`config.mk`:
```
export PLATFORM = sky130hd
export DESIGN_NAME = drrm_stats
export DESIGN_NICKNAME = d
export VERILOG_FILES = /design/src/hw/rtl/drrm_stats.sv
export SDC_FILE = /design/constraint.sdc
export NUM_CORES = 1
export LEC_CHECK = 0
export BUFFER_PORTS_ARGS = -buffer_cell sky130_fd_sc_hd__buf_2
export CAP_MARGIN = 20
export CORE_ASPECT_RATIO = 0.7
export CORE_UTILIZATION = 66
export DETAILED_ROUTE_END_ITERATION = 12
export PLACE_DENSITY = 0.95
export SLEW_MARGIN = 20
export SYNTH_ARGS = -nofsm -noshare
export SYNTH_HDL_FRONTEND = slang
export SYNTH_SLANG_ARGS = --single-unit
```
`constraint.sdc`:
```
create_clock -name clk -period 17.7 [get_ports clk]
set_input_delay 0.885 -clock clk [delete_from_list [all_inputs] [get_ports clk]]
set_output_delay 0.885 -clock clk [all_outputs]
set_load 0.02 [all_outputs]
```
`src/hw/rtl/drrm_stats.sv`:
```
// ----------------------------------------------------------------------------
// drrm_stats
// Saturating statistics counters, area product registered before the adds.
// ----------------------------------------------------------------------------
module drrm_stats (
  input  logic        clk,
  input  logic        rst,
  input  logic        area_load,
  input  logic [15:0] area_w,
  input  logic [15:0] area_h,
  input  logic        area_add,
  input  logic        merge_inc,
  input  logic        fallback_inc,
  output logic [31:0] appends_seen,
  output logic [31:0] merges_done,
  output logic [31:0] fallbacks_done,
  output logic [47:0] pixels_presented,
  output logic [31:0] largest_area
);
  logic [31:0] area;
  logic [48:0] psum;

  assign psum = {1'b0, pixels_presented} + {17'd0, area};

  always_ff @(posedge clk) begin
    if (area_load) area <= area_w * area_h;
  end

  always_ff @(posedge clk) begin
    if (rst) begin
      appends_seen <= '0;
      merges_done <= '0;
      fallbacks_done <= '0;
      pixels_presented <= '0;
      largest_area <= '0;
    end else begin
      if (area_add) begin
        if (appends_seen != '1) appends_seen <= appends_seen + 32'd1;
        pixels_presented <= psum[48] ? '1 : psum[47:0];
        if (area > largest_area) largest_area <= area;
      end
      if (merge_inc && merges_done != '1) merges_done <= merges_done + 32'd1;
      if (fallback_inc && fallbacks_done != '1) fallbacks_done <= fallbacks_done + 32'd1;
    end
  end
endmodule

```
## Word level (Yosys, flattened, before mapping)

Cells that the tools add are included.

- Eq/ne operators: 3
- Reduce and logical (&&, ||, !) cells: 4
- $lt $le $gt $ge: 1
- Multiplexer cells: 1
- $add $sub $neg: 4
- $mul: 1

Operator list:

| operator | count |
|---|---|
| adder 32 x 1 -> 32 bit (second input constant) | 3 |
| != test 32 bit (second input constant) | 3 |
| adder 48 x 32 -> 49 bit | 1 |
| two-way mux 48 bit | 1 |
| > comparator 32 bit | 1 |
| multiplier 16 x 16 -> 32 bit | 1 |
| AND reduction 2 bit | 2 |
| logical AND 1 bit | 2 |

- Input bits: 38
- Output and inout bits: 176
- Logic and storage cells: 20
- Register bits: 208

## Longest topological paths before layout

Gate-level depths: netlist (run 1).

- Depth in word-level cells: 2
- Mapped depth: 23
- Depth with buffers taken out: 22

## Worst setup path before layout (run 1)

OpenSTA, ideal clock, no wires.

- Path type: in2reg
- Start point: in area_w[6]
- End point: reg area[30], data pin
- Path buffers: 1
- Required time: 17438 ps
- Library setup time: 262 ps
- Path slack: 11081 ps
- Cell stages on the path: 20
- Arrival time: 6357 ps
- Cell sequence: clkbuf_1 > nand2_1 > fa_1 > inv_1 > fa_1 > fa_1 > fa_1 > fa_1 > inv_1 > fa_1 > inv_1 > ha_1 > a21o_1 > a21o_1 > a2111oi_0 > o211ai_1 > a32oi_1 > nor3_1 > a211oi_1 > xnor2_1

- Longest elaborated chain between the ends: 1

RTL lines:

| what | RTL line | text |
|---|---|---|
| from (decl) | 9 | `input logic [15:0] area_w,` |
| multiplier 16 x 16 -> 32 bit | 26 | `if (area_load) area <= area_w * area_h;` |
| to (signal assigned) | 26 |  |
| to (decl) | 20 | `logic [31:0] area;` |

Every way passes these cells.
A chain may end at the register's enable or synchronous reset.

## Final worst setup path (run 1)

- Start point: in area_w[5]
- End point: reg area[31], data pin

Same word-level chain as after synthesis.

==> reports/qor.csv, run 1 <==
stage;metric;value;unit
routing;drt first pass iters;6;
place;worst slack at placement;10.62;ns
sta;Slew Limit Fails;0;
floorplanning;Chip Height;146;um
routing;Wirelength per Cell;18.3;um
hold_path;hold path cells;2;
yosys;EDFF count, synth;32;
routing;via count;16613;
grt;first-pass GRT wire length;83.8;mm
sta;Clock Skew;0.0194;ns
clock_tree;CTS clk-pin slew, worst paths;0.06;ns
sta;Worst-Margin Slew;0.852;ns
clock_tree;CTS sink count;208;
worst_setup_path;WS Path Type;primary input to register;
yosys;post-synthesis sequential area ratio;0.229;
floorplanning;CORE AREA;29000;um2
sta;final hold vios;0;
worst_setup_path;CP endpoint kind;register;
routing;Routed WL;50.9;mm
layout;ant diodes;0;
yosys;Yosys warning total;0;
yosys;Netlist Area Pre-Place;19600;um2
yosys;Yosys reg bits;208;
clock_tree;Num CTS Buffers;23;
clock_tree;CTS tree;done;
sta;Slew HR;0.428;
pwr;Cell Pwr Density;188;nW/um2
layout;Layout Nets;2788;
layout;most common cell after layout, fill and taps aside;inv_1;
sta;Setup TNS;0;ns
layout;design area;21600;um2
layout;share of cells above drive strength 1;0.117;
yosys;ys async rst share;0;
sta;fin crit period;6.75;ns
grt;vias in the first global route;16424;
sta;Fmax;148;MHz
worst_setup_path;CP arrival;7.01;ns
place;PortBufs;213;
grt;Total GRT Usage;0.337;
pwr;VDD IR max;180;uV
pwr;static leakage;0.0101;uW
floorplanning;Starting Density;0.675;
place;detailed placement HPWL;39.5;mm
routing;drc violations;0;
routing;DR vias/cell;5.98;
layout;commonest cells after routing, fill and taps aside;inv_1, nand2_1, buf_2, fa_1, dfxtp_1;
worst_setup_path;Critical Path RT;17.96;ns
grt;initial antenna violation count;0;
clock_tree;post-CTS sizing;0;
sta;final period utilization;0.381;
layout;fin util;0.743;
yosys;ys flop type;dfxtp_1;
grt;Overflow after GRT;0;
clock_tree;clk_lat worst skew;0.53;ns
yosys;synthesized instance count;2226;
routing;Met3 Routed Length;5.35;mm
layout;area delta synth->final;10.0;%
outcome;status;finished clean;
layout;FILL cells;2031;
place;Placed Area;20800;um2
routing;met2 wire length;22.0;mm
clock_tree;Root Buffer;clkbuf_16;
hold_path;worst min path class;register to register;
clock_tree;CTS Buffer Depth;3;
floorplanning;Die ar.;30400;um2
worst_setup_path;Worst setup SP type;primary input;
floorplanning;num rows;52;
grt;pin count of the biggest net entering global routing;128;
floorplanning;Boundary Pins;214;
clock_tree;postcts setup bufs;0;
routing;Initial DRC Count;1595;
flow_run;Max-Cap Viols;0;
worst_setup_path;crit-path max FO;16;
place;routability cong.;0.968;
yosys;Synth cell types;76;
yosys;synthesized net count;2630;
clock_tree;CTS Hold Buffers Added;0;
yosys;Syn Area/Cell;8.80;um2
routing;Final ANT Viol Nets;0;
sta;Final Worst Setup Slack;10.95;ns
clock_tree;CTS H-Tree Depth;1;
routing;Post-Route M1 WL;22.4;mm
floorplanning;Die Wd;208;um
routing;top sig layer;met4;
worst_setup_path;cells on worst reg2reg path;12;
sta;endpoints failing setup;0;
sta;RSZ-0062 raised after global routing;false;
[synth_stat cells, types with 35 or more instances]
cell	count	area share
a211oi_1	46	0.018
a21o_1	40	0.015
a21oi_1	87	0.022
and2_1	134	0.043
clkbuf_1	65	0.012
dfxtp_1	176	0.18
fa_1	195	0.20
ha_1	171	0.11
inv_1	312	0.060
mux2i_1	35	0.018
nand2_1	213	0.041
nand2b_1	69	0.022
nand3_1	40	0.010
nand4_1	41	0.013
nor2_1	158	0.030
o21ai_0	57	0.015
xnor2_1	67	0.030
xor2_1	65	0.029
[per-stage QoR]
| stage | total power [uW] | std cells | hold slack (ns) |
|---|---|---|---|
| after floorplan | 2860 | 2226 | 0.545 |
| after global placement | 3390 | 2737 | 0.470 |
| after detailed placement | 3510 | 2737 | 0.484 |
| after CTS | 4000 | 2779 | 0.494 |
| after global routing | 4400 | 2779 | 0.506 |
| final | 4040 | 2779 | 0.495 |
[metal layers]
layer,up-vias,track usage
met5,-,0
met4,0,0.0830
met3,90,0.0729
met2,896,0.513
met1,7992,0.491
li1,7635,-
[where the power goes]
part	total (uW)	internal [uW]	switching (uW)	leakage, uW
Clock	463	259	204	0.000354
Combinational	2810	1170	1650	0.00796
Sequential	768	667	102	0.00174
Total	4040	2090	1950	0.0101
[final timing paths]
check | startpoint | end | slack, ns
setup / recovery | area_w[5] | area[31] | 10.95
hold / removal | largest_area[11] | largest_area[11] | 0.50
setup reg to reg | pixels_presented[0] | pixels_presented[9] | 14.32
hold reg to reg | largest_area[11] | largest_area[11] | 0.50
[worst max-delay path, cell delays in order]
cell and delay, ns:
buf_2 0.30, nand2_1 0.13, fa_1 0.55, inv_1 0.05, fa_1 0.54, inv_1 0.07, fa_1 0.48, inv_1 0.06
fa_1 0.51, fa_1 0.55, inv_1 0.06, fa_1 0.52, inv_1 0.04, ha_1 0.31, and2_1 0.18, o21ai_0 0.16
a32o_1 0.32, o31ai_1 0.50, a311oi_1 0.24, o21ai_0 0.25, a21oi_1 0.14, xnor2_1 0.15
[layout make-up]
| class | count | area, um2 | area share |
|---|---|---|---|
| multi-input cells | 1622 | 13600 | 0.631 |
| flip-flops and latches | 208 | 4480 | 0.208 |
| inverters | 312 | 1170 | 0.0543 |
| repair buffers | 217 | 1100 | 0.0511 |
| clock buffers | 30 | 643 | 0.0298 |
| well taps | 378 | 473 | 0.0219 |
| clock inverters | 12 | 83.8 | 0.00389 |
[state kept, by name, indices dropped and copies added (netlist names)]
name,flops
pixels_presented,48
appends_seen,32
area,32
fallbacks_done,32
largest_area,32
merges_done,32
[cells by family (layout without fill, tap and decap cells)]
kind of cell	Yosys count	after routing	share of synthesized area
and+or+nand+nor	776	776	0.202
buffers and inverters	396	571	0.0776
adders and majority gates	366	366	0.309
AOI/OAI and AO/OA	312	312	0.106
DFF	208	208	0.229
xor gates and xnor gates	132	132	0.0590
muxes	36	36	0.0185
(Power assumes the default switching activity.)
==> inputs of run 2 (changes only) <==
--- a/config.mk
+++ b/config.mk
@@ -8,9 +8,9 @@
 export BUFFER_PORTS_ARGS = -buffer_cell sky130_fd_sc_hd__buf_2
 export CAP_MARGIN = 20
 export CORE_ASPECT_RATIO = 0.7
-export CORE_UTILIZATION = 66
+export CORE_UTILIZATION = 61
 export DETAILED_ROUTE_END_ITERATION = 12
-export PLACE_DENSITY = 0.95
+export PLACE_DENSITY = 0.93
 export SLEW_MARGIN = 20
 export SYNTH_ARGS = -nofsm -noshare
 export SYNTH_HDL_FRONTEND = slang
==> constraint.sdc (replaced) <==
create_clock -name clk -period 6.42 [get_ports clk]
set_input_delay 0.321 -clock clk [delete_from_list [all_inputs] [get_ports clk]]
set_output_delay 0.321 -clock clk [all_outputs]
set_load 0.02 [all_outputs]
==> reports/qor.csv, run 2 (synthesis gave the netlist of run 1 again) <==
stage;metric;value;unit
grt;Total GRT Usage;0.309;
floorplanning;Chip Height;152;um
worst_setup_path;most used cell, CP;fa_1;
pwr;part of the power in registers;0.187;
pwr;Cell Pwr Density;521;nW/um2
pwr;Clk pwr share;0.114;
worst_setup_path;CP max-delay cell;fa_1;
layout;max reg flops;48;
worst_setup_path;CP arrival;6.28;ns
clock_tree;clk_lat worst skew;0.54;ns
clock_tree;CTS sink count;208;
clock_tree;CTS clk-pin slew, worst paths;0.06;ns
pwr;VDD IR max;586;uV
floorplanning;CORE AREA;31400;um2
layout;share of cells above drive strength 1;0.123;
pwr;static leakage;0.0101;uW
clock_tree;CTS tree;done;
sta;final hold vios;0;
pwr;Switching Fraction;0.478;
layout;commonest cells after routing, fill and taps aside;inv_1, nand2_1, buf_2, fa_1, dfxtp_1;
floorplanning;num rows;54;
floorplanning;Starting Density;0.625;
sta;Slew HR;0.336;
routing;Routed WL;50.5;mm
place;worst slack at placement;-0.160;ns
sta;fin crit period;6.02;ns
sta;final period utilization;0.938;
worst_setup_path;Critical Path RT;6.68;ns
clock_tree;postcts setup bufs;0;
clock_tree;CTS Buffer Depth;3;
sta;Fin Hold WS;0.215;ns
place;detailed placement HPWL;39.6;mm
sta;Clock Skew;0.0360;ns
worst_setup_path;Worst setup SP type;primary input;
sta;Slew Limit Fails;0;
worst_setup_path;WS Path Type;primary input to register;
flow_run;Max-Cap Viols;0;
sta;endpoints failing setup;0;
layout;Top reg by flops;pixels_presented;
place;routability cong.;0.961;
floorplanning;Boundary Pins;214;
place;PortBufs;213;
layout;area delta synth->final;11.0;%
sta;Setup TNS;0;ns
clock_tree;Root Buffer;clkbuf_16;
pwr;Overall Power;11300;uW
clock_tree;CTS Hold Buffers Added;0;
worst_setup_path;crit-path cells;buf_2 > nand2_1 > fa_1 > inv_1 > fa_1 > fa_1 > fa_1 > fa_1 > inv_1 > fa_1 > inv_1 > ha_1 > a21o_1 > a21o_1 > a2111oi_2 > o211ai_1 > a32oi_1 > nor3_1 > a211oi_1 > xnor2_1;
sta;Final Worst Setup Slack;0.397;ns
routing;DR vias/cell;5.79;
routing;Final ANT Viol Nets;0;
routing;drc violations;0;
pwr;cell internal pwr;5910;uW
routing;via count;16433;
pwr;net load switching power;5410;uW
grt;first-pass GRT wire length;83.4;mm
worst_setup_path;max incr delay on CP;0.56;ns
clock_tree;CTS H-Tree Depth;1;
hold_path;worst min path class;primary input to register;
floorplanning;Die ar.;32800;um2
outcome;status;finished clean;
routing;Wirelength per Cell;17.8;um
routing;Initial DRC Count;1691;
floorplanning;Die Wd;216;um
grt;initial antenna violation count;0;
layout;most common cell after layout, fill and taps aside;inv_1;
sta;Fmax;166;MHz
clock_tree;Num CTS Buffers;23;
worst_setup_path;CP endpoint kind;register;
sta;Worst-Margin Slew;0.997;ns
sta;RSZ-0062 raised after global routing;false;
pwr;Comb power frac;0.699;
worst_setup_path;crit-path max FO;16;
grt;Overflow after GRT;0;
grt;pin count of the biggest net entering global routing;112;
layout;Layout Nets;2804;
grt;vias in the first global route;16324;
layout;ant diodes;0;
routing;drt first pass iters;7;
[run 2: changes by cell type in the layout (fill, tap and decap cells not counted)]
cell        change
a2111oi_2       +1
clkbuf_1        +1
clkinvlp_4      -1
clkinv_4        +2
clkbuf_8        -2
buf_6           -1
a2111oi_0       -1
buf_4          +17
clkinv_2        -2
clkbuf_16       -1
clkinv_1        +1
bufinv_16       +2
inv_6           -1
[run 2: worst paths after layout]
kind | slack, ns | from | to | depth (start not counted)
worst min register to register | 0.48 | largest_area[23] | largest_area[23] | 2
worst min-delay path | 0.21 | merge_inc | merges_done[0] | 4
worst max-delay path | 0.40 | area_w[6] | area[30] | 20
worst max register to register | 2.96 | area[0] | pixels_presented[13] | 12
[run 2: critical path, delay by kind of cell]
| kind | cells | cell delay, ns |
|---|---|---|
| compound gates | 6 | 1.63 |
| fa+ha+maj | 7 | 3.52 |
| simple gates | 2 | 0.26 |
| buf+inv | 4 | 0.45 |
| xor+xnor | 1 | 0.10 |
[run 2: power groups by stage]
stage	registers, uW	clock network [uW]	logic, uW
floorplan	2160	0	5710
global placement	2110	0	7340
detailed placement	2130	0	7660
CTS	2100	1300	7720
global route	2130	1350	8860
finish	2120	1290	7910
[run 2: what timing repair did]
action,CTS,global route
gates resized for setup,0,2
hold endpoints to repair,0,0
endpoints found under the setup margin,0,3
[run 2: layout make-up]
type | count | area [um2]
fill | 2302 | 9620
sequential | 208 | 4480
clock buffer | 28 | 594
multi-input combinational | 1622 | 13600
inverter | 312 | 1170
clock inverter | 13 | 139
tap | 420 | 526
timing repair buffer | 233 | 1220
[run 2: routing by layer]
layer / global-route usage / part of all wire / wire length (um)
met2: 0.467 / 0.43 / 21700
met3: 0.0635 / 0.10 / 5170
met1: 0.449 / 0.44 / 22200
met5: 0 / 0 / 0
met4: 0.0858 / 0.028 / 1430
[run 2: metrics by stage]
step	cell area (um2)	utilization	cells
2_1_floorplan	19600	-	2226
3_3_place_gp	21000	0.670	2795
3_5_place_dp	21000	0.670	2795
4_1_cts	21700	0.693	2836
5_1_grt	21700	0.693	2836
6_report	21700	0.693	2836
