--- src/hw/rtl/drrm_pkg.sv ---
// ----------------------------------------------------------------------------
// drrm_pkg
// Shared types and codes for the damage-region list merger.
// ----------------------------------------------------------------------------
package drrm_pkg;

  typedef struct packed {
    logic [15:0] h;
    logic [15:0] w;
    logic [15:0] y;
    logic [15:0] x;
  } box_t;

  localparam logic [1:0] FN_APPEND = 2'd0;
  localparam logic [1:0] FN_CLEAR  = 2'd1;
  localparam logic [1:0] FN_READ   = 2'd2;

  localparam logic [2:0] ST_IGNORED  = 3'd0;
  localparam logic [2:0] ST_QUEUED   = 3'd1;
  localparam logic [2:0] ST_MERGED   = 3'd2;
  localparam logic [2:0] ST_FALLBACK = 3'd3;
  localparam logic [2:0] ST_DONE     = 3'd4;

  localparam logic [1:0] REG_BOUND_X = 2'd0;
  localparam logic [1:0] REG_BOUND_Y = 2'd1;
  localparam logic [1:0] REG_BOUND_W = 2'd2;
  localparam logic [1:0] REG_BOUND_H = 2'd3;

  // Pairwise geometry results from the shared compare unit.
  typedef struct packed {
    logic merge_ok;
    logic clip_empty;
    box_t clip;
    box_t hull;
  } geo_t;

endpackage

--- src/hw/rtl/drrm_geom.sv ---
// ----------------------------------------------------------------------------
// drrm_geom
// Shared geometry unit: clip, hull and merge test of two boxes.
// ----------------------------------------------------------------------------
module drrm_geom (
  input  drrm_pkg::box_t a,
  input  drrm_pkg::box_t b,
  output drrm_pkg::geo_t res
);
  import drrm_pkg::*;

  logic [16:0] ra, rb, ba, bb, rr, bt, rh, bh;
  logic [15:0] l, t, hx, hy;
  logic [16:0] hw, hh;
  logic a_e, b_e, touch_x, touch_y;

  always_comb begin
    ra = {1'b0, a.x} + {1'b0, a.w};
    rb = {1'b0, b.x} + {1'b0, b.w};
    ba = {1'b0, a.y} + {1'b0, a.h};
    bb = {1'b0, b.y} + {1'b0, b.h};
    l  = (a.x > b.x) ? a.x : b.x;
    t  = (a.y > b.y) ? a.y : b.y;
    rr = (ra < rb) ? ra : rb;
    bt = (ba < bb) ? ba : bb;
    res.clip_empty = (rr <= {1'b0, l}) || (bt <= {1'b0, t});
    res.clip.x = l;
    res.clip.y = t;
    res.clip.w = 16'(rr - {1'b0, l});
    res.clip.h = 16'(bt - {1'b0, t});
    hx = (a.x < b.x) ? a.x : b.x;
    hy = (a.y < b.y) ? a.y : b.y;
    rh = (ra > rb) ? ra : rb;
    bh = (ba > bb) ? ba : bb;
    hw = rh - {1'b0, hx};
    hh = bh - {1'b0, hy};
    res.hull.x = hx;
    res.hull.y = hy;
    res.hull.w = hw[16] ? 16'hFFFF : hw[15:0];
    res.hull.h = hh[16] ? 16'hFFFF : hh[15:0];
    a_e = (a.w == '0) || (a.h == '0);
    b_e = (b.w == '0) || (b.h == '0);
    touch_x = ({1'b0, a.x} <= rb) && ({1'b0, b.x} <= ra);
    touch_y = ({1'b0, a.y} <= bb) && ({1'b0, b.y} <= ba);
    res.merge_ok = !a_e && !b_e && (!res.clip_empty ||
                   (a.y == b.y && a.h == b.h && touch_x) ||
                   (a.x == b.x && a.w == b.w && touch_y));
  end
endmodule

--- config.mk ---
export PLATFORM = sky130hd
export DESIGN_NAME = drrm_geom
export DESIGN_NICKNAME = d
export VERILOG_FILES = /design/src/hw/rtl/drrm_pkg.sv /design/src/hw/rtl/drrm_geom.sv
export SDC_FILE = /design/constraint.sdc
export NUM_CORES = 1
export LEC_CHECK = 0
export ABC_AREA = 1
export ABC_CLOCK_PERIOD_IN_PS = 9100
export BUFFER_PORTS_ARGS = -buffer_cell sky130_fd_sc_hd__buf_4
export CAP_MARGIN = 30
export CORE_ASPECT_RATIO = 1.1
export CORE_MARGIN = 3
export CORE_UTILIZATION = 53
export DETAILED_ROUTE_END_ITERATION = 7
export PLACE_DENSITY_LB_ADDON = 0.05
export SYNTH_ARGS = -nofsm -noshare
export SYNTH_HDL_FRONTEND = slang
export SYNTH_SLANG_ARGS = --single-unit
--- constraint.sdc ---
create_clock -name vclk -period 9.1
set_input_delay 2.275 -clock vclk [all_inputs]
set_output_delay 2.275 -clock vclk [all_outputs]
set_load 0.05 [all_outputs]
==> impl_metrics.prom, run 1 <==
# TYPE chip_impl_metric gauge
chip_impl_metric{name="synthesis.area_per_instance",unit="um2"} 6.01
chip_impl_metric{name="grt_use_total",unit=""} 0.679
chip_impl_metric{name="die_y",unit="um"} 162
chip_impl_metric{name="grt_start_max_net_pins",unit=""} 33
chip_impl_metric{name="syn-num-nets",unit=""} 2332
chip_impl_metric{name="grt_pass1_vias",unit=""} 22600
chip_impl_metric{name="design.portCount",unit=""} 258
chip_impl_metric{name="detailed_place.area",unit="um2"} 18500
chip_impl_info{name="synth.area.top_cells",value="sky130_fd_sc_hd__ha_1 (27%), sky130_fd_sc_hd__nand2_1 (16%), sky130_fd_sc_hd__inv_1 (10%)"} 1
chip_impl_metric{name="starting_density_of_the_core",unit=""} 0.544
chip_impl_metric{name="detailedPlacementHpwl",unit="um"} 43700
chip_impl_metric{name="grt-ovfl-total",unit=""} 14
chip_impl_metric{name="holdBufCountCts",unit=""} 0
chip_impl_metric{name="syn_area",unit="um2"} 11700
chip_impl_info{name="firstError",value="[ERROR GRT-0116] Global routing finished with congestion. Check the congestion regions in the DRC Viewer."} 1
chip_impl_info{name="synth_area_leader_cell",value="sky130_fd_sc_hd__ha_1"} 1
chip_impl_metric{name="netlist_instances",unit=""} 1946
chip_impl_metric{name="preCtsSetupSlack",unit="ns"} -1.19
chip_impl_metric{name="yosys_top_cell_area_share",unit=""} 0.267
chip_impl_metric{name="wire_length_of_the_first_global_routing_pass",unit="um"} 127000
chip_impl_metric{name="gp_congestion",unit=""} 1.02
chip_impl_metric{name="chipWidth",unit="um"} 148
chip_impl_info{name="status",value="stopped before the end"} 1
chip_impl_metric{name="seq_area_frac_synth",unit=""} 0
chip_impl_metric{name="yosys_warnings",unit=""} 0
chip_impl_metric{name="place.port_buffers",unit=""} 258
chip_impl_info{name="lastStage",value="global routing"} 1
chip_impl_metric{name="rows",unit=""} 56
chip_impl_metric{name="count_of_different_cell_masters_after_synthesis",unit=""} 55
[per-stage QoR]
stage	setup TNS (ns)	instances	hold WS [ns]	util
detailed placement	-45.10	3008	5.10	0.860
global placement	-35.76	3008	5.09	0.860
CTS	-23.72	3084	5.11	0.939
floorplan	-5.05	1946	4.94	-
[routing by layer]
metal / overflow / GRT usage
met1: 0 / 0.619
met3: 0 / 0.506
met4: 7 / 0.721
met5: 0 / 0.173
met2: 7 / 0.910
[logic make-up after synthesis]
group	count (synthesis)	synth area share
AO/OA/AOI/OAI	377	0.179
XOR/XNOR	123	0.0921
adder cells (fa/ha/maj)	258	0.281
buffers and inverters	351	0.117
AND/OR/NAND/NOR	837	0.330
[what timing repair did]
item	4_1_cts
setup endpoints to repair	58
gates cloned	4
setup buffers	74
gates resized for setup	265
pin swaps	119
[cell usage after synthesis (4+ instances only)]
cell type and instances:
sky130_fd_sc_hd__nand2_1 489, sky130_fd_sc_hd__inv_1 319, sky130_fd_sc_hd__ha_1 250, sky130_fd_sc_hd__o21ai_0 166, sky130_fd_sc_hd__a21oi_1 140, sky130_fd_sc_hd__nand3_1 106, sky130_fd_sc_hd__xor2_1 80, sky130_fd_sc_hd__nor2_1 74
sky130_fd_sc_hd__xnor2_1 43, sky130_fd_sc_hd__nand4_1 36, sky130_fd_sc_hd__nor4_1 25, sky130_fd_sc_hd__nand2_2 21, sky130_fd_sc_hd__nand3_2 20, sky130_fd_sc_hd__clkbuf_1 17, sky130_fd_sc_hd__nand3b_1 15, sky130_fd_sc_hd__nor3_1 14
sky130_fd_sc_hd__a211oi_1 11, sky130_fd_sc_hd__or2_2 11, sky130_fd_sc_hd__fa_1 8, sky130_fd_sc_hd__o21bai_1 8, sky130_fd_sc_hd__nand2_4 7, sky130_fd_sc_hd__o211ai_1 7, sky130_fd_sc_hd__a21boi_0 6, sky130_fd_sc_hd__nor2_2 6
sky130_fd_sc_hd__a31oi_1 5, sky130_fd_sc_hd__buf_2 5, sky130_fd_sc_hd__a21o_1 4, sky130_fd_sc_hd__a21oi_2 4, sky130_fd_sc_hd__o21a_1 4, sky130_fd_sc_hd__o221ai_1 4
==> inputs of run 2 (changes only) <==
- ABC_CLOCK_PERIOD_IN_PS: 9100 -> 11800
- CORE_ASPECT_RATIO: 1.1 -> default
- CORE_UTILIZATION: 53 -> 40
- PLACE_DENSITY_LB_ADDON: 0.05 -> 0.15
- clock period: 9.1 -> 11.8 ns (I/O delays scaled with it)
==> impl_metrics.prom, run 2 <==
# TYPE chip_impl_metric gauge
chip_impl_metric{name="finalWorstPathRequiredPeriod",unit="ns"} 11.49
chip_impl_info{name="status",value="completed"} 1
chip_impl_metric{name="critical_path_required",unit="ns"} 8.85
chip_impl_info{name="worstSetupEndpointType",value="output pin"} 1
chip_impl_metric{name="starting_density_of_the_core",unit=""} 0.413
chip_impl_metric{name="synthesis.area_per_instance",unit="um2"} 6.01
chip_impl_info{name="timing.critical_path.slowest_stage_cell",value="sky130_fd_sc_hd__xor2_1"} 1
chip_impl_metric{name="yosys_warnings",unit=""} 0
chip_impl_metric{name="design_area",unit="um2"} 14900
chip_impl_metric{name="dieArea",unit="um2"} 31300
chip_impl_info{name="setup.worst_path.class",value="in -> out"} 1
chip_impl_info{name="ys_top_cells_by_count",value="sky130_fd_sc_hd__nand2_1 (489), sky130_fd_sc_hd__inv_1 (319), sky130_fd_sc_hd__ha_1 (250)"} 1
chip_impl_metric{name="vdd.ir_drop.worst",unit="V"} 0.000154
chip_impl_metric{name="finalNetCount",unit=""} 2638
chip_impl_metric{name="count_of_different_cell_masters_after_synthesis",unit=""} 55
chip_impl_metric{name="detailed_place.area",unit="um2"} 14400
chip_impl_metric{name="design.portCount",unit=""} 258
chip_impl_metric{name="static-leakage-power",unit="nW"} 8.24
chip_impl_metric{name="number_of_optimization_iterations_in_the_first_detailed_route_pass",unit=""} 6
chip_impl_metric{name="die_y",unit="um"} 177
chip_impl_metric{name="n_clock_buffer",unit=""} 0
chip_impl_info{name="synth_area_leader_cell",value="sky130_fd_sc_hd__ha_1"} 1
chip_impl_metric{name="detail_route.wl_per_cell",unit="um"} 17.4
chip_impl_info{name="hold_path.class",value="in -> out"} 1
chip_impl_info{name="mostFrequentLayoutCell",value="sky130_fd_sc_hd__nand2_1"} 1
chip_impl_metric{name="final_worst_path_period_share",unit=""} 0.974
chip_impl_metric{name="grt_start_max_net_pins",unit=""} 33
chip_impl_metric{name="critical-path-max-stage-delay",unit="ns"} 0.44
chip_impl_metric{name="netlist_instances",unit=""} 1946
chip_impl_metric{name="grt_use_total",unit=""} 0.275
chip_impl_metric{name="route.final.wire_length",unit="um"} 45700
chip_impl_info{name="synth.most_common_cell",value="sky130_fd_sc_hd__nand2_1"} 1
chip_impl_metric{name="seq_cell_count",unit=""} 0
chip_impl_metric{name="chipWidth",unit="um"} 177
chip_impl_metric{name="multi_input_comb_area",unit="um2"} 10700
chip_impl_metric{name="timing.critical_path.arrival",unit="ns"} 8.54
chip_impl_metric{name="grt_pass1_vias",unit=""} 12800
chip_impl_metric{name="seqCellArea",unit="um2"} 0
chip_impl_info{name="synth.area.top_cells",value="sky130_fd_sc_hd__ha_1 (27%), sky130_fd_sc_hd__nand2_1 (16%), sky130_fd_sc_hd__inv_1 (10%)"} 1
chip_impl_metric{name="seq_area_frac_synth",unit=""} 0
chip_impl_info{name="hp-start",value="b[14]"} 1
chip_impl_metric{name="remaining_drc_errors",unit=""} 0
chip_impl_metric{name="drv_slew",unit=""} 0
chip_impl_metric{name="yosys_top_cell_area_share",unit=""} 0.267
chip_impl_metric{name="max_slew.worst_pin.slew",unit="ns"} 0.994
chip_impl_info{name="final_cell_mix",value="sky130_fd_sc_hd__nand2_1 (485), sky130_fd_sc_hd__inv_1 (318), sky130_fd_sc_hd__buf_4 (309), sky130_fd_sc_hd__ha_1 (238), sky130_fd_sc_hd__o21ai_0 (151)"} 1
chip_impl_metric{name="drive_above_1_share",unit=""} 0.204
chip_impl_metric{name="setup-violations-final",unit=""} 0
chip_impl_metric{name="cap_violations",unit=""} 0
chip_impl_metric{name="grt-ovfl-total",unit=""} 0
chip_impl_metric{name="wire_length_of_the_first_global_routing_pass",unit="um"} 69200
chip_impl_metric{name="timing.fmax",unit="MHz"} 87.0
chip_impl_metric{name="detailroute.via_count",unit=""} 14000
chip_impl_metric{name="critPathMaxFanout",unit=""} 9
chip_impl_metric{name="detailedPlacementHpwl",unit="um"} 39900
chip_impl_metric{name="syn-num-nets",unit=""} 2332
chip_impl_metric{name="syn_area",unit="um2"} 11700
chip_impl_metric{name="setup_tns",unit="ns"} 0
chip_impl_metric{name="rows",unit=""} 61
chip_impl_metric{name="area_growth",unit="%"} 27.6
chip_impl_metric{name="core-area",unit="um2"} 28300
chip_impl_metric{name="number_of_antenna_violations_at_the_first_check_in_global_routing",unit=""} 1
chip_impl_metric{name="first_iter_violations",unit=""} 1122
chip_impl_metric{name="remaining_number_of_nets_flagged_by_the_antenna_check_after_routing",unit=""} 0
chip_impl_metric{name="gp_congestion",unit=""} 0.951
chip_impl_info{name="crit_path_start",value="a[2]"} 1
chip_impl_metric{name="power_density",unit="nW/um2"} 251
chip_impl_metric{name="post_drt_via_cell_ratio",unit=""} 5.32
chip_impl_info{name="worst_setup_path_start_kind",value="input port"} 1
chip_impl_metric{name="relSlewSlack",unit=""} 0.336
chip_impl_metric{name="place.port_buffers",unit=""} 258
chip_impl_metric{name="fillerInstances",unit=""} 2998
chip_impl_metric{name="report.final.hold_viol_count",unit=""} 0
[run 2: cell counts after synthesis]
No cell type changed its count.
[run 2: worst paths after layout]
| path | cells after the start | slack, ns | end |
|---|---|---|---|
| min | 4 | 6.37 | res[14] |
| max | 35 | 0.31 | res[36] |
[run 2: routing by layer]
| layer | routed length, um | vias to the layer above | global-route usage |
|---|---|---|---|
| met4 | 206 | 0 | 0.0105 |
| met2 | 18100 | 494 | 0.401 |
| met1 | 23500 | 6346 | 0.445 |
| li1 | - | 7121 | - |
| met3 | 3990 | 16 | 0.0354 |
| met5 | 0 | - | 0 |
[run 2: critical path: cells and delay by family]
family	cells	cell delay, ns
compound gates	11	1.75
simple gates	12	1.24
fa+ha+maj	4	1.24
buf+inv	7	0.93
xor+xnor	1	0.44
[run 2: final cells by class]
| cell class | instances | area share |
|---|---|---|
| timing repair inverter | 1 | 0.000335 |
| antenna | 1 | 0.000168 |
| timing repair buffer | 326 | 0.171 |
| inverter | 325 | 0.0825 |
| tap | 378 | 0.0317 |
| multi-input combinational | 1598 | 0.714 |
[run 2: repair_timing]
action                                  in CTS  in global routing
buffers inserted                             2                 13
gates resized for setup                      3                 86
pin swaps                                    2                 26
endpoints found under the setup margin      16                 46
cloned                                       1                  4
hold buffers                                 0                  0
[run 2: where the power goes]
| part | internal, W | total, W | switching (W) |
|---|---|---|---|
| clock network | 0.0000000000113 | 0.0000000000113 | 0 |
| logic | 0.00128 | 0.00375 | 0.00247 |
| registers | 0 | 0 | 0 |
[run 2: kinds of logic (layout without fill, tap and decap cells)]
kind of cell,after synthesis,in the layout,share of synthesized area
XOR/XNOR,123,123,0.0921
buffers and inverters,351,652,0.117
AND/OR/NAND/NOR,837,840,0.330
AO/OA/AOI/OAI,377,377,0.179
other,0,1,0
adder cells (fa/ha/maj),258,258,0.281
[run 2: stage by stage]
| stage | total power (W) | setup WS (ns) | std cells | util | hold slack (ns) |
|---|---|---|---|---|---|
| detailed placement | 0.00354 | -0.0471 | 2607 | 0.507 | 6.37 |
| global route | 0.00403 | -0.0539 | 2629 | 0.527 | 6.40 |
| finish | 0.00375 | 0.310 | 2629 | 0.527 | 6.37 |
| CTS | 0.00358 | 0.0391 | 2610 | 0.509 | 6.38 |
| floorplan | 0.00253 | 0.606 | 1946 | - | 6.29 |
| global placement | 0.00352 | 0.0320 | 2607 | 0.507 | 6.36 |
Note: power is estimated with default switching activity, not from simulation.
==> inputs of run 3 (changes only) <==
- ABC_CLOCK_PERIOD_IN_PS: 11800 -> 12800
- clock period: 11.8 -> 12.8 ns (I/O delays scaled with it)
==> impl_metrics.prom, run 3 (same netlist as run 2, synthesis figures left out) <==
# TYPE chip_impl_metric gauge
chip_impl_metric{name="max_slew.worst_pin.slew",unit="ns"} 1.02
chip_impl_metric{name="holdBufCountCts",unit=""} 0
chip_impl_metric{name="final_core_util",unit=""} 0.502
chip_impl_metric{name="first_iter_violations",unit=""} 1235
chip_impl_metric{name="setup-violations-final",unit=""} 0
chip_impl_metric{name="drive_above_1_share",unit=""} 0.171
chip_impl_metric{name="design_area",unit="um2"} 14200
chip_impl_metric{name="core-area",unit="um2"} 28300
chip_impl_metric{name="route.final.wire_length",unit="um"} 45400
chip_impl_metric{name="fin_hold_ws",unit="ns"} 6.86
chip_impl_metric{name="remaining_drc_errors",unit=""} 0
chip_impl_info{name="timing.critical_path.max_delay_family",value="compound AO/OA/AOI/OAI gates"} 1
chip_impl_info{name="setup.worst_path.class",value="in -> out"} 1
chip_impl_metric{name="preCtsSetupSlack",unit="ns"} 0.222
chip_impl_metric{name="post_drt_via_cell_ratio",unit=""} 5.35
chip_impl_metric{name="critical-path-max-stage-delay",unit="ns"} 0.38
chip_impl_metric{name="postLayoutSetupSlackWorst",unit="ns"} 0.403
chip_impl_metric{name="detailed_place.area",unit="um2"} 14100
chip_impl_metric{name="number_of_optimization_iterations_in_the_first_detailed_route_pass",unit=""} 8
chip_impl_metric{name="fillerInstances",unit=""} 3010
chip_impl_metric{name="seqCellArea",unit="um2"} 0
chip_impl_metric{name="detailedPlacementHpwl",unit="um"} 40100
chip_impl_metric{name="chipWidth",unit="um"} 177
chip_impl_metric{name="remaining_number_of_nets_flagged_by_the_antenna_check_after_routing",unit=""} 0
chip_impl_metric{name="power_density",unit="nW/um2"} 228
chip_impl_metric{name="die_y",unit="um"} 177
chip_impl_metric{name="final_worst_path_period_share",unit=""} 0.968
chip_impl_metric{name="timing.fmax",unit="MHz"} 80.7
chip_impl_metric{name="number_of_antenna_violations_at_the_first_check_in_global_routing",unit=""} 2
chip_impl_metric{name="rows",unit=""} 61
chip_impl_metric{name="wire_length_of_the_first_global_routing_pass",unit="um"} 69200
chip_impl_metric{name="place.port_buffers",unit=""} 258
chip_impl_metric{name="area_growth",unit="%"} 21.6
chip_impl_info{name="worstSetupEndpointType",value="output pin"} 1
chip_impl_metric{name="gp_congestion",unit=""} 0.967
chip_impl_metric{name="grt-ovfl-total",unit=""} 0
chip_impl_metric{name="critical_path_required",unit="ns"} 9.60
chip_impl_metric{name="n_clock_buffer",unit=""} 0
chip_impl_metric{name="static-leakage-power",unit="nW"} 7.96
chip_impl_metric{name="report.final.hold_viol_count",unit=""} 0
chip_impl_metric{name="grt_start_max_net_pins",unit=""} 33
chip_impl_metric{name="grt_use_total",unit=""} 0.276
chip_impl_metric{name="seq_cell_count",unit=""} 0
chip_impl_metric{name="starting_density_of_the_core",unit=""} 0.413
chip_impl_metric{name="grt_pass1_vias",unit=""} 12800
chip_impl_metric{name="timing.critical_path.arrival",unit="ns"} 9.20
chip_impl_info{name="path_common_cell",value="sky130_fd_sc_hd__nand2_1"} 1
chip_impl_info{name="hold_path.class",value="in -> out"} 1
chip_impl_info{name="final_cell_mix",value="sky130_fd_sc_hd__nand2_1 (489), sky130_fd_sc_hd__inv_1 (319), sky130_fd_sc_hd__buf_4 (278), sky130_fd_sc_hd__ha_1 (248), sky130_fd_sc_hd__o21ai_0 (159)"} 1
chip_impl_info{name="worst_setup_path_start_kind",value="input port"} 1
chip_impl_metric{name="cp_buf_inv_count",unit=""} 7
chip_impl_metric{name="finalWorstPathRequiredPeriod",unit="ns"} 12.40
chip_impl_info{name="timing.critical_path.slowest_stage_cell",value="sky130_fd_sc_hd__ha_1"} 1
chip_impl_metric{name="vdd.ir_drop.worst",unit="V"} 0.000124
chip_impl_metric{name="design.portCount",unit=""} 258
chip_impl_metric{name="relSlewSlack",unit=""} 0.316
chip_impl_metric{name="drv_slew",unit=""} 0
chip_impl_info{name="status",value="completed"} 1
chip_impl_metric{name="cap_violations",unit=""} 0
chip_impl_metric{name="finalNetCount",unit=""} 2591
chip_impl_metric{name="detail_route.wl_per_cell",unit="um"} 17.6
chip_impl_metric{name="dieArea",unit="um2"} 31300
chip_impl_metric{name="critPathMaxFanout",unit=""} 10
chip_impl_metric{name="multi_input_comb_area",unit="um2"} 10400
chip_impl_info{name="mostFrequentLayoutCell",value="sky130_fd_sc_hd__nand2_1"} 1
chip_impl_metric{name="detailroute.via_count",unit=""} 13800
-- run 3: cell types whose count changed in the layout (fill, tap and decap cells not counted), moves of 3 or more --
cell | before | now
sky130_fd_sc_hd__o21ai_0 | 151 | 159
sky130_fd_sc_hd__buf_6 | 10 | 0
sky130_fd_sc_hd__nand3_1 | 103 | 106
sky130_fd_sc_hd__nand3_2 | 23 | 19
sky130_fd_sc_hd__buf_4 | 309 | 278
sky130_fd_sc_hd__nand2_2 | 25 | 21
sky130_fd_sc_hd__buf_12 | 3 | 0
sky130_fd_sc_hd__nand2_1 | 485 | 489
sky130_fd_sc_hd__ha_4 | 10 | 1
sky130_fd_sc_hd__o21ai_1 | 12 | 5
sky130_fd_sc_hd__ha_1 | 238 | 248
sky130_fd_sc_hd__a21boi_2 | 3 | 0
-- run 3: worst paths after layout --
kind | start | to | slack, ns | cells after the start
setup / recovery | b[4] | res[43] | 0.40 | 35
hold / removal | b[13] | res[77] | 6.86 | 4
-- run 3: per-layer routing --
layer  routed length (um)  up-vias  track usage  part of all wire
met1                23300     6225        0.440              0.51
met5                   12        -            0           0.00026
met2                17800      526        0.407              0.39
met4                  257        2       0.0170            0.0057
li1                     -     7033            -                 -
met3                 4160       22       0.0356             0.092
-- run 3: report_power, final --
part	switching [W]	total, W	leakage (nW)	internal, W
Clock	0	0.0000000000105	0.00000634	0.0000000000104
Combinational	0.00222	0.00325	7.96	0.00102
Sequential	0	0	0	0
Total	0.00222	0.00325	7.96	0.00102
-- run 3: stage by stage --
step                      instances  setup TNS (ns)  power (W)
after detailed placement       2572               0    0.00318
after floorplan                1946               0    0.00233
after global routing           2582         -0.0950    0.00350
final                          2582               0    0.00325
after CTS                      2572               0    0.00319
after global placement         2572               0    0.00316
-- run 3: layout make-up --
class | instances | share of cell area
Timing Repair Buffer | 280 | 0.147
Multi-Input combinational cell | 1598 | 0.733
Antenna cell | 1 | 0.000176
Tap cell | 378 | 0.0332
Inverter | 325 | 0.0863
-- run 3: what timing repair did --
item                       4_1_cts  5_1_grt
buffers inserted                 0        4
gates resized for setup          0       22
hold endpoints to repair         0        0
setup endpoints to repair        0       36
